File: src/hdl/bsirq_pkg.sv
// Shared types and constants for the bank switch / cycle IRQ counter block.
// No dependencies; imported by the channel interfaces and the top level.
package bsirq_pkg;

	// Payload widths
	localparam int unsigned ADDR_W = 16;
	localparam int unsigned DATA_W = 8;
	localparam int unsigned BANK_W = 8;
	localparam int unsigned CNT_W  = 16;
	localparam int unsigned CTL_W  = 3;

	// Configuration port
	localparam int unsigned CFG_IDX_W  = 1;
	localparam int unsigned CFG_DATA_W = 8;
	localparam logic [CFG_IDX_W-1:0] CFG_BANK_AND_MASK  = 1'd0;
	localparam logic [CFG_IDX_W-1:0] CFG_BANK_OR_OFFSET = 1'd1;
	localparam logic [BANK_W-1:0] BANK_AND_MASK_RST  = 8'hFF;
	localparam logic [BANK_W-1:0] BANK_OR_OFFSET_RST = 8'h00;

	// Item kinds
	localparam logic OP_WRITE = 1'b0;
	localparam logic OP_TICK  = 1'b1;

	// Control bit positions
	localparam int unsigned CTL_ACK_ENABLE = 0;
	localparam int unsigned CTL_ENABLE     = 1;
	localparam int unsigned CTL_BYTE_MODE  = 2;

	// Fixed last bank and counter terminal values
	localparam logic [BANK_W-1:0] LAST_BANK     = 8'hFF;
	localparam logic [7:0]        BYTE_TERMINAL = 8'hFF;
	localparam logic [CNT_W-1:0]  WORD_TERMINAL = 16'hFFFF;

	// Register select, address bits 14..12
	typedef enum logic [2:0] {
		SEL_NIB0   = 3'd0,
		SEL_NIB1   = 3'd1,
		SEL_NIB2   = 3'd2,
		SEL_NIB3   = 3'd3,
		SEL_CTRL   = 3'd4,
		SEL_ACK    = 3'd5,
		SEL_UNUSED = 3'd6,
		SEL_BANK   = 3'd7
	} reg_sel_t;

endpackage

File: src/hdl/bsirq_cmd_if.sv
// Input channel: bus write or CPU tick, valid/ready handshake.
// Depends on bsirq_pkg.
interface bsirq_cmd_if;
	import bsirq_pkg::*;

	logic              valid;
	logic              ready;
	logic              op;
	logic [ADDR_W-1:0] address;
	logic [DATA_W-1:0] write_data;

	modport source (output valid, output op, output address, output write_data,
		input ready);
	modport sink (input valid, input op, input address, input write_data,
		output ready);
endinterface

File: src/hdl/bsirq_res_if.sv
// Result channel: window banks and interrupt line, valid/ready handshake.
// Depends on bsirq_pkg.
interface bsirq_res_if;
	import bsirq_pkg::*;

	logic              valid;
	logic              ready;
	logic [BANK_W-1:0] low_window_bank;
	logic [BANK_W-1:0] high_window_bank;
	logic              irq_line;

	modport source (output valid, output low_window_bank, output high_window_bank,
		output irq_line, input ready);
	modport sink (input valid, input low_window_bank, input high_window_bank,
		input irq_line, output ready);
endinterface

File: src/hdl/bank_switch_cycle_irq_counter.sv
// Top level of the bank switch / cycle IRQ counter block.
// Depends on bsirq_pkg, bsirq_cmd_if and bsirq_res_if.
//
// Usage:
//   cmd carries one beat per item: a register write (op = 0, address, data)
//   or one CPU clock tick (op = 1). res returns one beat per item with both
//   16K window banks and the interrupt line, taken after the item is applied.
//   The cfg port (cfg_we, cfg_index, cfg_data) sets the board's bank mask and
//   offset; write it only while no item is in flight.
// Pipeline: an accepted beat lands in the input register and is applied to the
//   mapper state on the next edge at which the result register is free; its
//   result is offered in the result register right after that edge.
// Throughput: one item per cycle while res takes results, set by the
//   combinational state update between the input register and the result register.
// Reset: arst_n clears all mapper state and the valid bits of both pipeline
//   stages; the mask returns to all ones and the offset to zero.
// Stall: while res is held off, one more beat is accepted into the input
//   register; after that cmd.ready drops until the result is taken.
module bank_switch_cycle_irq_counter (
	input  logic                          clk,
	input  logic                          arst_n,
	input  logic                          cfg_we,
	input  logic [bsirq_pkg::CFG_IDX_W-1:0]  cfg_index,
	input  logic [bsirq_pkg::CFG_DATA_W-1:0] cfg_data,
	bsirq_cmd_if.sink                     cmd,
	bsirq_res_if.source                   res
);
	import bsirq_pkg::*;

	// configuration
	logic [BANK_W-1:0] bank_and_mask_q;
	logic [BANK_W-1:0] bank_or_offset_q;

	// mapper state
	logic [BANK_W-1:0] program_bank_q;
	logic [CTL_W-1:0]  irq_control_q;
	logic [CNT_W-1:0]  irq_counter_q;
	logic [CNT_W-1:0]  reload_value_q;
	logic              irq_pending_q;

	// input stage
	logic              valid_s1;
	logic              op_s1;
	logic [ADDR_W-1:0] address_s1;
	logic [DATA_W-1:0] data_s1;

	// result stage
	logic              valid_s2;
	logic [BANK_W-1:0] low_bank_s2;
	logic [BANK_W-1:0] high_bank_s2;
	logic              irq_s2;

	// next state
	logic [BANK_W-1:0] program_bank_d;
	logic [CTL_W-1:0]  irq_control_d;
	logic [CNT_W-1:0]  irq_counter_d;
	logic [CNT_W-1:0]  reload_value_d;
	logic              irq_pending_d;
	reg_sel_t          sel;
	logic [1:0]        nib;
	logic              at_terminal;
	logic              advance;

	// handshake: the input stage moves on when the result stage is free
	assign advance   = valid_s1 && (!valid_s2 || res.ready);
	assign cmd.ready = !valid_s1 || advance;

	assign res.valid            = valid_s2;
	assign res.low_window_bank  = low_bank_s2;
	assign res.high_window_bank = high_bank_s2;
	assign res.irq_line         = irq_s2;

	// configuration writes
	always_ff @(posedge clk or negedge arst_n) begin
		if (!arst_n) begin
			bank_and_mask_q  <= BANK_AND_MASK_RST;
			bank_or_offset_q <= BANK_OR_OFFSET_RST;
		end else if (cfg_we) begin
			unique case (cfg_index)
				CFG_BANK_AND_MASK:  bank_and_mask_q  <= cfg_data[BANK_W-1:0];
				CFG_BANK_OR_OFFSET: bank_or_offset_q <= cfg_data[BANK_W-1:0];
				default: ;
			endcase
		end
	end

	// input register
	always_ff @(posedge clk or negedge arst_n) begin
		if (!arst_n) begin
			valid_s1 <= 1'b0;
		end else if (cmd.ready) begin
			valid_s1 <= cmd.valid;
		end
	end

	always_ff @(posedge clk) begin
		if (cmd.valid && cmd.ready) begin
			op_s1      <= cmd.op;
			address_s1 <= cmd.address;
			data_s1    <= cmd.write_data;
		end
	end

	// apply one item to the mapper state
	always_comb begin
		program_bank_d = program_bank_q;
		irq_control_d  = irq_control_q;
		irq_counter_d  = irq_counter_q;
		reload_value_d = reload_value_q;
		irq_pending_d  = irq_pending_q;
		sel            = reg_sel_t'(address_s1[14:12]);
		nib            = address_s1[13:12];
		at_terminal    = irq_control_q[CTL_BYTE_MODE] ?
			(irq_counter_q[7:0] == BYTE_TERMINAL) : (irq_counter_q == WORD_TERMINAL);

		if (op_s1 == OP_TICK) begin
			// count only while enabled; overflow reloads and raises the request
			if (irq_control_q[CTL_ENABLE]) begin
				if (at_terminal) begin
					irq_counter_d = reload_value_q;
					irq_pending_d = 1'b1;
				end else begin
					irq_counter_d = irq_counter_q + 1'b1;
				end
			end
		end else begin
			unique case (sel) inside
				SEL_NIB0, SEL_NIB1, SEL_NIB2, SEL_NIB3: begin
					reload_value_d[{nib, 2'b00} +: 4] = data_s1[3:0];
				end
				SEL_CTRL: begin
					irq_control_d = data_s1[CTL_W-1:0];
					if (data_s1[CTL_ENABLE]) begin
						irq_counter_d = reload_value_q;
					end
				end
				SEL_ACK: begin
					irq_control_d[CTL_ENABLE] = irq_control_q[CTL_ACK_ENABLE];
					irq_pending_d             = 1'b0;
				end
				SEL_BANK: begin
					program_bank_d = data_s1[BANK_W-1:0];
				end
				default: ;
			endcase
		end
	end

	// mapper state registers
	always_ff @(posedge clk or negedge arst_n) begin
		if (!arst_n) begin
			program_bank_q <= '0;
			irq_control_q  <= '0;
			irq_counter_q  <= '0;
			reload_value_q <= '0;
			irq_pending_q  <= 1'b0;
		end else if (advance) begin
			program_bank_q <= program_bank_d;
			irq_control_q  <= irq_control_d;
			irq_counter_q  <= irq_counter_d;
			reload_value_q <= reload_value_d;
			irq_pending_q  <= irq_pending_d;
		end
	end

	// result register
	always_ff @(posedge clk or negedge arst_n) begin
		if (!arst_n) begin
			valid_s2 <= 1'b0;
		end else if (!valid_s2 || res.ready) begin
			valid_s2 <= valid_s1;
		end
	end

	always_ff @(posedge clk) begin
		if (advance) begin
			low_bank_s2  <= (program_bank_d & bank_and_mask_q) | bank_or_offset_q;
			high_bank_s2 <= (LAST_BANK & bank_and_mask_q) | bank_or_offset_q;
			irq_s2       <= irq_pending_d;
		end
	end

endmodule

File: src/flat_wrapper.sv
// flat-port wrapper written by rule: the top's interface ports become plain ports
module bank_switch_cycle_irq_counter_flat import bsirq_pkg::*;
  (clk, arst_n, cfg_we, cfg_index, cfg_data, cmd_valid, cmd_op, cmd_address, cmd_write_data, cmd_ready, res_valid, res_low_window_bank, res_high_window_bank, res_irq_line, res_ready);
  bsirq_cmd_if cmd_i ();
  bsirq_res_if res_i ();
  input  logic clk;
  input  logic arst_n;
  input  logic cfg_we;
  input  logic [bsirq_pkg::CFG_IDX_W-1:0] cfg_index;
  input  logic [bsirq_pkg::CFG_DATA_W-1:0] cfg_data;
  input wire logic [$bits(cmd_i.valid)-1:0] cmd_valid;
  input wire logic [$bits(cmd_i.op)-1:0] cmd_op;
  input wire logic [$bits(cmd_i.address)-1:0] cmd_address;
  input wire logic [$bits(cmd_i.write_data)-1:0] cmd_write_data;
  output wire logic [$bits(cmd_i.ready)-1:0] cmd_ready;
  output wire logic [$bits(res_i.valid)-1:0] res_valid;
  output wire logic [$bits(res_i.low_window_bank)-1:0] res_low_window_bank;
  output wire logic [$bits(res_i.high_window_bank)-1:0] res_high_window_bank;
  output wire logic [$bits(res_i.irq_line)-1:0] res_irq_line;
  input wire logic [$bits(res_i.ready)-1:0] res_ready;
  assign cmd_i.valid = cmd_valid;
  assign cmd_i.op = cmd_op;
  assign cmd_i.address = cmd_address;
  assign cmd_i.write_data = cmd_write_data;
  assign cmd_ready = cmd_i.ready;
  assign res_valid = res_i.valid;
  assign res_low_window_bank = res_i.low_window_bank;
  assign res_high_window_bank = res_i.high_window_bank;
  assign res_irq_line = res_i.irq_line;
  assign res_i.ready = res_ready;
  bank_switch_cycle_irq_counter u_core (.clk(clk), .arst_n(arst_n), .cfg_we(cfg_we), .cfg_index(cfg_index), .cfg_data(cfg_data), .cmd(cmd_i), .res(res_i));
endmodule
File: config.mk
export PLATFORM = sky130hd
export DESIGN_NAME = bank_switch_cycle_irq_counter_flat
export DESIGN_NICKNAME = d
export VERILOG_FILES = /design/src/hdl/bsirq_pkg.sv /design/src/hdl/bsirq_cmd_if.sv /design/src/hdl/bsirq_res_if.sv /design/src/hdl/bank_switch_cycle_irq_counter.sv /design/src/flat_wrapper.sv
export SDC_FILE = /design/constraint.sdc
export NUM_CORES = 1
export LEC_CHECK = 0
export ABC_AREA = 1
export BUFFER_PORTS_ARGS = -buffer_cell sky130_fd_sc_hd__buf_2
export CAP_MARGIN = 20
export CORE_MARGIN = 4
export CORE_UTILIZATION = 50
export CTS_CLUSTER_DIAMETER = 60
export DETAILED_ROUTE_END_ITERATION = 6
export PLACE_DENSITY = 0.82
export RECOVER_POWER = 50
export SYNTH_ARGS = -nofsm -noshare
export SYNTH_HDL_FRONTEND = slang
export SYNTH_SLANG_ARGS = --single-unit
File: constraint.sdc
create_clock -name clk -period 2.3 [get_ports clk]
set_input_delay 0.23 -clock clk [delete_from_list [all_inputs] [get_ports clk]]
set_output_delay 0.23 -clock clk [all_outputs]
set_load 0.005 [all_outputs]
==> metrics.txt <==
# TYPE chip_impl_metric gauge
chip_impl_metric{name="worst-endpoint-required",unit="ns"} 2.56
chip_impl_info{name="synthTopCellsByArea",value="dfrtp_1 32%, edfxtp_1 20%, nand2_1 14%, o21ai_0 5.4%, inv_1 5.4%"} 1
chip_impl_metric{name="timing.critical_path.fanout_max",unit=""} 18
chip_impl_metric{name="yosysWarningCount",unit=""} 0
chip_impl_metric{name="num_rows",unit=""} 33
chip_impl_info{name="synth_flop_cell",value="dfrtp_1"} 1
chip_impl_metric{name="die-width",unit="um"} 100
chip_impl_metric{name="post_cts_resized",unit=""} 0
chip_impl_metric{name="tritoncts_num_sinks",unit=""} 91
chip_impl_metric{name="multi_input_comb_area",unit="um^2"} 1520
chip_impl_metric{name="ioPinCount",unit=""} 58
chip_impl_metric{name="floorplan.initialDensity",unit="%"} 51.6
chip_impl_metric{name="sequential_cell_area_in_the_final_layout",unit="um^2"} 2430
chip_impl_info{name="ctsRootBufferMaster",value="clkbuf_8"} 1
chip_impl_metric{name="synth_compound_gate_area_share",unit="%"} 7.63
chip_impl_metric{name="skew",unit="ns"} 0.00815
chip_impl_metric{name="fillCellCount",unit=""} 724
chip_impl_metric{name="power.sequential.fraction",unit="%"} 54.6
chip_impl_metric{name="number_of_levels_in_the_clock_h_tree",unit=""} 3
chip_impl_info{name="run_status",value="completed"} 1
chip_impl_metric{name="num-nets-final",unit=""} 576
chip_impl_metric{name="gr-usage-all-layers",unit="%"} 18.2
chip_impl_metric{name="total_number_of_vias",unit=""} 3290
chip_impl_metric{name="synth-edff-count",unit=""} 29
chip_impl_metric{name="asyncSetResetFlopFracSynth",unit="%"} 68.1
chip_impl_metric{name="place.detailed.hpwl",unit="mm"} 6.10
chip_impl_metric{name="post_synthesis_instance_area",unit="um^2"} 4260
chip_impl_metric{name="share_clk_of_total_power",unit="%"} 23.9
chip_impl_metric{name="internal-power",unit="W"} 0.00285
chip_impl_metric{name="report.final.hold_viol_count",unit=""} 0
chip_impl_info{name="crit_path_start_kind",value="flip-flop"} 1
chip_impl_metric{name="yosys.area_share.adder",unit="%"} 1.47
chip_impl_metric{name="synth.ff_latch_count",unit=""} 91
chip_impl_metric{name="wl_per_cell",unit="um"} 13.3
chip_impl_metric{name="maxCapViolCount",unit=""} 0
chip_impl_metric{name="yosysTopAreaCellShare",unit="%"} 31.7
chip_impl_info{name="worst_hold_path_type",value="in -> reg"} 1
chip_impl_metric{name="area_growth",unit="%"} 11.7
chip_impl_metric{name="clk_latency",unit="ns"} 0.36
chip_impl_metric{name="muxShareOfSynthArea",unit="%"} 1.64
chip_impl_metric{name="max-slew-margin-rel",unit="%"} 43.9
chip_impl_metric{name="transition_time_at_the_pin_with_the_least_slew_margin",unit="ns"} 0.841
chip_impl_metric{name="placeableCoreArea",unit="um^2"} 8260
chip_impl_metric{name="largest_net_degree_at_the_start_of_global_routing",unit=""} 33
chip_impl_metric{name="synthesis.instances",unit=""} 481
chip_impl_metric{name="synth-xor-area-share",unit="%"} 1.64
chip_impl_metric{name="comb_power_share",unit="%"} 21.5
chip_impl_metric{name="layout-drive-gt1-share",unit="%"} 13.8
chip_impl_metric{name="grt-ovfl-total",unit=""} 0
chip_impl_metric{name="syn-mean-instance-area",unit="um^2"} 8.86
chip_impl_metric{name="grt_antenna_before_repair",unit=""} 0
chip_impl_metric{name="path_clk_slew",unit="ns"} 0.10
chip_impl_info{name="largest_family_of_logic_cells_by_synthesized_area",value="simple AND/OR/NAND/NOR gates"} 1
chip_impl_info{name="tritoncts_clock_tree",value="done"} 1
chip_impl_info{name="rsz0062_at_grt",value="no"} 1
chip_impl_info{name="timing.setup.critical_path_class",value="reg -> reg"} 1
chip_impl_metric{name="setup_viol",unit=""} 0
chip_impl_metric{name="synth_cell_types",unit=""} 29
chip_impl_info{name="synth_largest_area_cell",value="dfrtp_1"} 1
chip_impl_metric{name="first_iter_violations",unit=""} 209
chip_impl_metric{name="io_buffer_count",unit=""} 44
chip_impl_metric{name="timing_max_transition_violations_final",unit=""} 0
chip_impl_metric{name="setup_tns",unit="ns"} 0
chip_impl_metric{name="power-per-cell-area",unit="nW/um^2"} 915
chip_impl_metric{name="power_switching_share",unit="%"} 34.5
chip_impl_metric{name="seq_area_frac_synth",unit="%"} 57.1
chip_impl_metric{name="cts-root-to-sink-buffers",unit=""} 2
chip_impl_metric{name="fmax",unit="MHz"} 530
chip_impl_metric{name="die_h",unit="um"} 100
chip_impl_metric{name="cts_buffers",unit=""} 9
chip_impl_metric{name="detail_route.drc_violations",unit=""} 0
chip_impl_metric{name="routabilityCongestion",unit=""} 0.891
chip_impl_metric{name="vias_per_cell",unit=""} 5.12
chip_impl_metric{name="synthesized_nets",unit=""} 525
chip_impl_metric{name="final.period_utilization",unit="%"} 82.1
chip_impl_metric{name="ir_drop",unit="mV"} 0.592
chip_impl_metric{name="detail_route.wirelength",unit="mm"} 8.51
chip_impl_metric{name="grt_pass1_vias",unit=""} 3163
chip_impl_metric{name="antenna_cells",unit=""} 0
chip_impl_metric{name="final.min_clock_period",unit="ns"} 1.89
chip_impl_metric{name="grt_pass1_wl",unit="mm"} 14.6
chip_impl_metric{name="worstPathArrival",unit="ns"} 2.15
chip_impl_metric{name="hold-worst-slack",unit="ns"} 0.0378
chip_impl_metric{name="switching_power",unit="W"} 0.00150
chip_impl_info{name="end_kind",value="flip-flop"} 1
chip_impl_metric{name="number_of_iterations_in_the_first_detailed_routing_pass",unit=""} 4
chip_impl_metric{name="reported_leakage_power",unit="nW"} 2.17
chip_impl_metric{name="die-area",unit="um^2"} 10100
chip_impl_metric{name="route.antenna.remaining_nets",unit=""} 0
chip_impl_metric{name="post_synth_and_or_nand_nor_area_fraction",unit="%"} 23.2
==> registers in the layout, indices dropped and copies added, names as in the netlist <==
register and count:
u_core.address_s1 3, u_core.bank_and_mask_q 8, u_core.bank_or_offset_q 8, u_core.data_s1 8, u_core.irq_control_q 3, u_core.irq_counter_q 16
u_core.irq_pending_q 1, u_core.op_s1 1, u_core.program_bank_q 8, u_core.reload_value_q 16, u_core.res.high_window_bank 8, u_core.res.irq_line 1
u_core.res.low_window_bank 8, u_core.res.valid 1, u_core.valid_s1 1
==> synth_stat cells, types with 5 or more instances <==
library cell / count
dfrtp_1: 54
dfstp_2: 8
edfxtp_1: 29
ha_1: 5
inv_1: 61
mux2i_1: 7
nand2_1: 162
nand3_1: 25
nand4_1: 13
nor2_1: 21
o21ai_0: 46
o21ai_1: 13
==> cells by family (layout without fill, tap and decap cells) <==
family / after synthesis / in the layout
compound gates: 64 / 64
simple gates: 231 / 231
fa+ha+maj: 5 / 5
mux: 7 / 7
flops: 91 / 91
xor+xnor: 8 / 8
buf+inv: 75 / 131
==> layer usage <==
metal  GRT usage, %  up-vias  part of all wire (%)
li1               -     1650                     -
met5              0        -                     0
met3           3.89       16                   4.7
met4           7.77        0                   2.2
met1           24.3     1529                    45
met2           28.7       95                    48
==> power by group through the flow <==
stage	clock network, W	registers [W]	logic (W)
floorplan	0	0.00233	0.000692
global placement	0	0.00237	0.000883
detailed placement	0	0.00240	0.000936
CTS	0.00107	0.00237	0.000948
global route	0.00115	0.00242	0.00108
finish	0.00104	0.00238	0.000936
==> path summary, 6_finish.rpt <==
path	startpoint	end	slack [ns]	cells past startpoint
min in group asynchronous	arst_n	u_core.bank_or_offset_q[0]	0.46	2
setup reg to reg	u_core.address_s1[12]	u_core.irq_counter_q[2]	0.41	8
hold / removal	cmd_write_data[7]	u_core.data_s1[7]	0.04	1
setup / recovery	u_core.address_s1[12]	u_core.irq_counter_q[2]	0.41	8
hold reg to reg	u_core.bank_or_offset_q[3]	u_core.bank_or_offset_q[3]	0.49	2
max in group asynchronous	arst_n	u_core.irq_counter_q[7]	0.65	3
==> final cells by class <==
cell class	count	share of cell area [%]
Clock inverter	7	1.37
Sequential cell	91	51.1
Tap cell	105	2.76
Inverter	65	5.15
Timing Repair Buffer	50	5.23
Clock buffer	9	2.60
Multi-Input combinational cell	315	31.8
==> critical path: stages (launching register included) <==
cell and delay, ns:
edfxtp_1 0.43, inv_1 0.13, ha_1 0.29, nand3_1 0.11, nor2_2 0.08, nor2_8 0.24
clkinv_2 0.28, nand3_1 0.17, nand2_1 0.06
==> cell usage in the layout (no fill, tap or decap), types with 2 or more instances in the layout <==
cell type | netlist | final
nor2_4 | 2 | 2
nand2_2 | 3 | 3
xor2_1 | 4 | 4
a21oi_1 | 3 | 3
nand3_1 | 25 | 25
inv_6 | 0 | 3
nand4_1 | 13 | 13
nor2_1 | 21 | 21
inv_1 | 61 | 61
buf_4 | 2 | 3
edfxtp_1 | 29 | 29
o21ai_1 | 13 | 13
ha_1 | 5 | 5
dfstp_1 | 0 | 3
dfrtp_1 | 54 | 54
o21ai_0 | 46 | 46
mux2i_1 | 7 | 7
inv_2 | 3 | 3
clkbuf_8 | 0 | 9
nor2_2 | 2 | 2
inv_8 | 0 | 2
clkbuf_1 | 4 | 11
dfstp_2 | 8 | 5
xnor2_1 | 4 | 4
nand2_1 | 162 | 162
buf_2 | 1 | 35
==> per-stage QoR <==
step                      total power [W]  area [um^2]  utilization [%]  worst slack, ns  cells
after floorplan                   0.00302         4260                -            0.572    481
after global placement            0.00326         4580             55.5            0.506    625
after detailed placement          0.00334         4580             55.5            0.448    625
after CTS                         0.00439         4780             57.9            0.427    642
after global routing              0.00465         4760             57.7            0.252    642
final                             0.00436         4760             57.7            0.413    642
==> repair_timing <==
action / in CTS / in global routing
hold endpoints to repair: 22 / 0
setup endpoints to repair: 0 / 0
hold buffers: 1 / 0
setup buffers: 0 / 0
No activity file was read; power rests on OpenSTA's default activity.
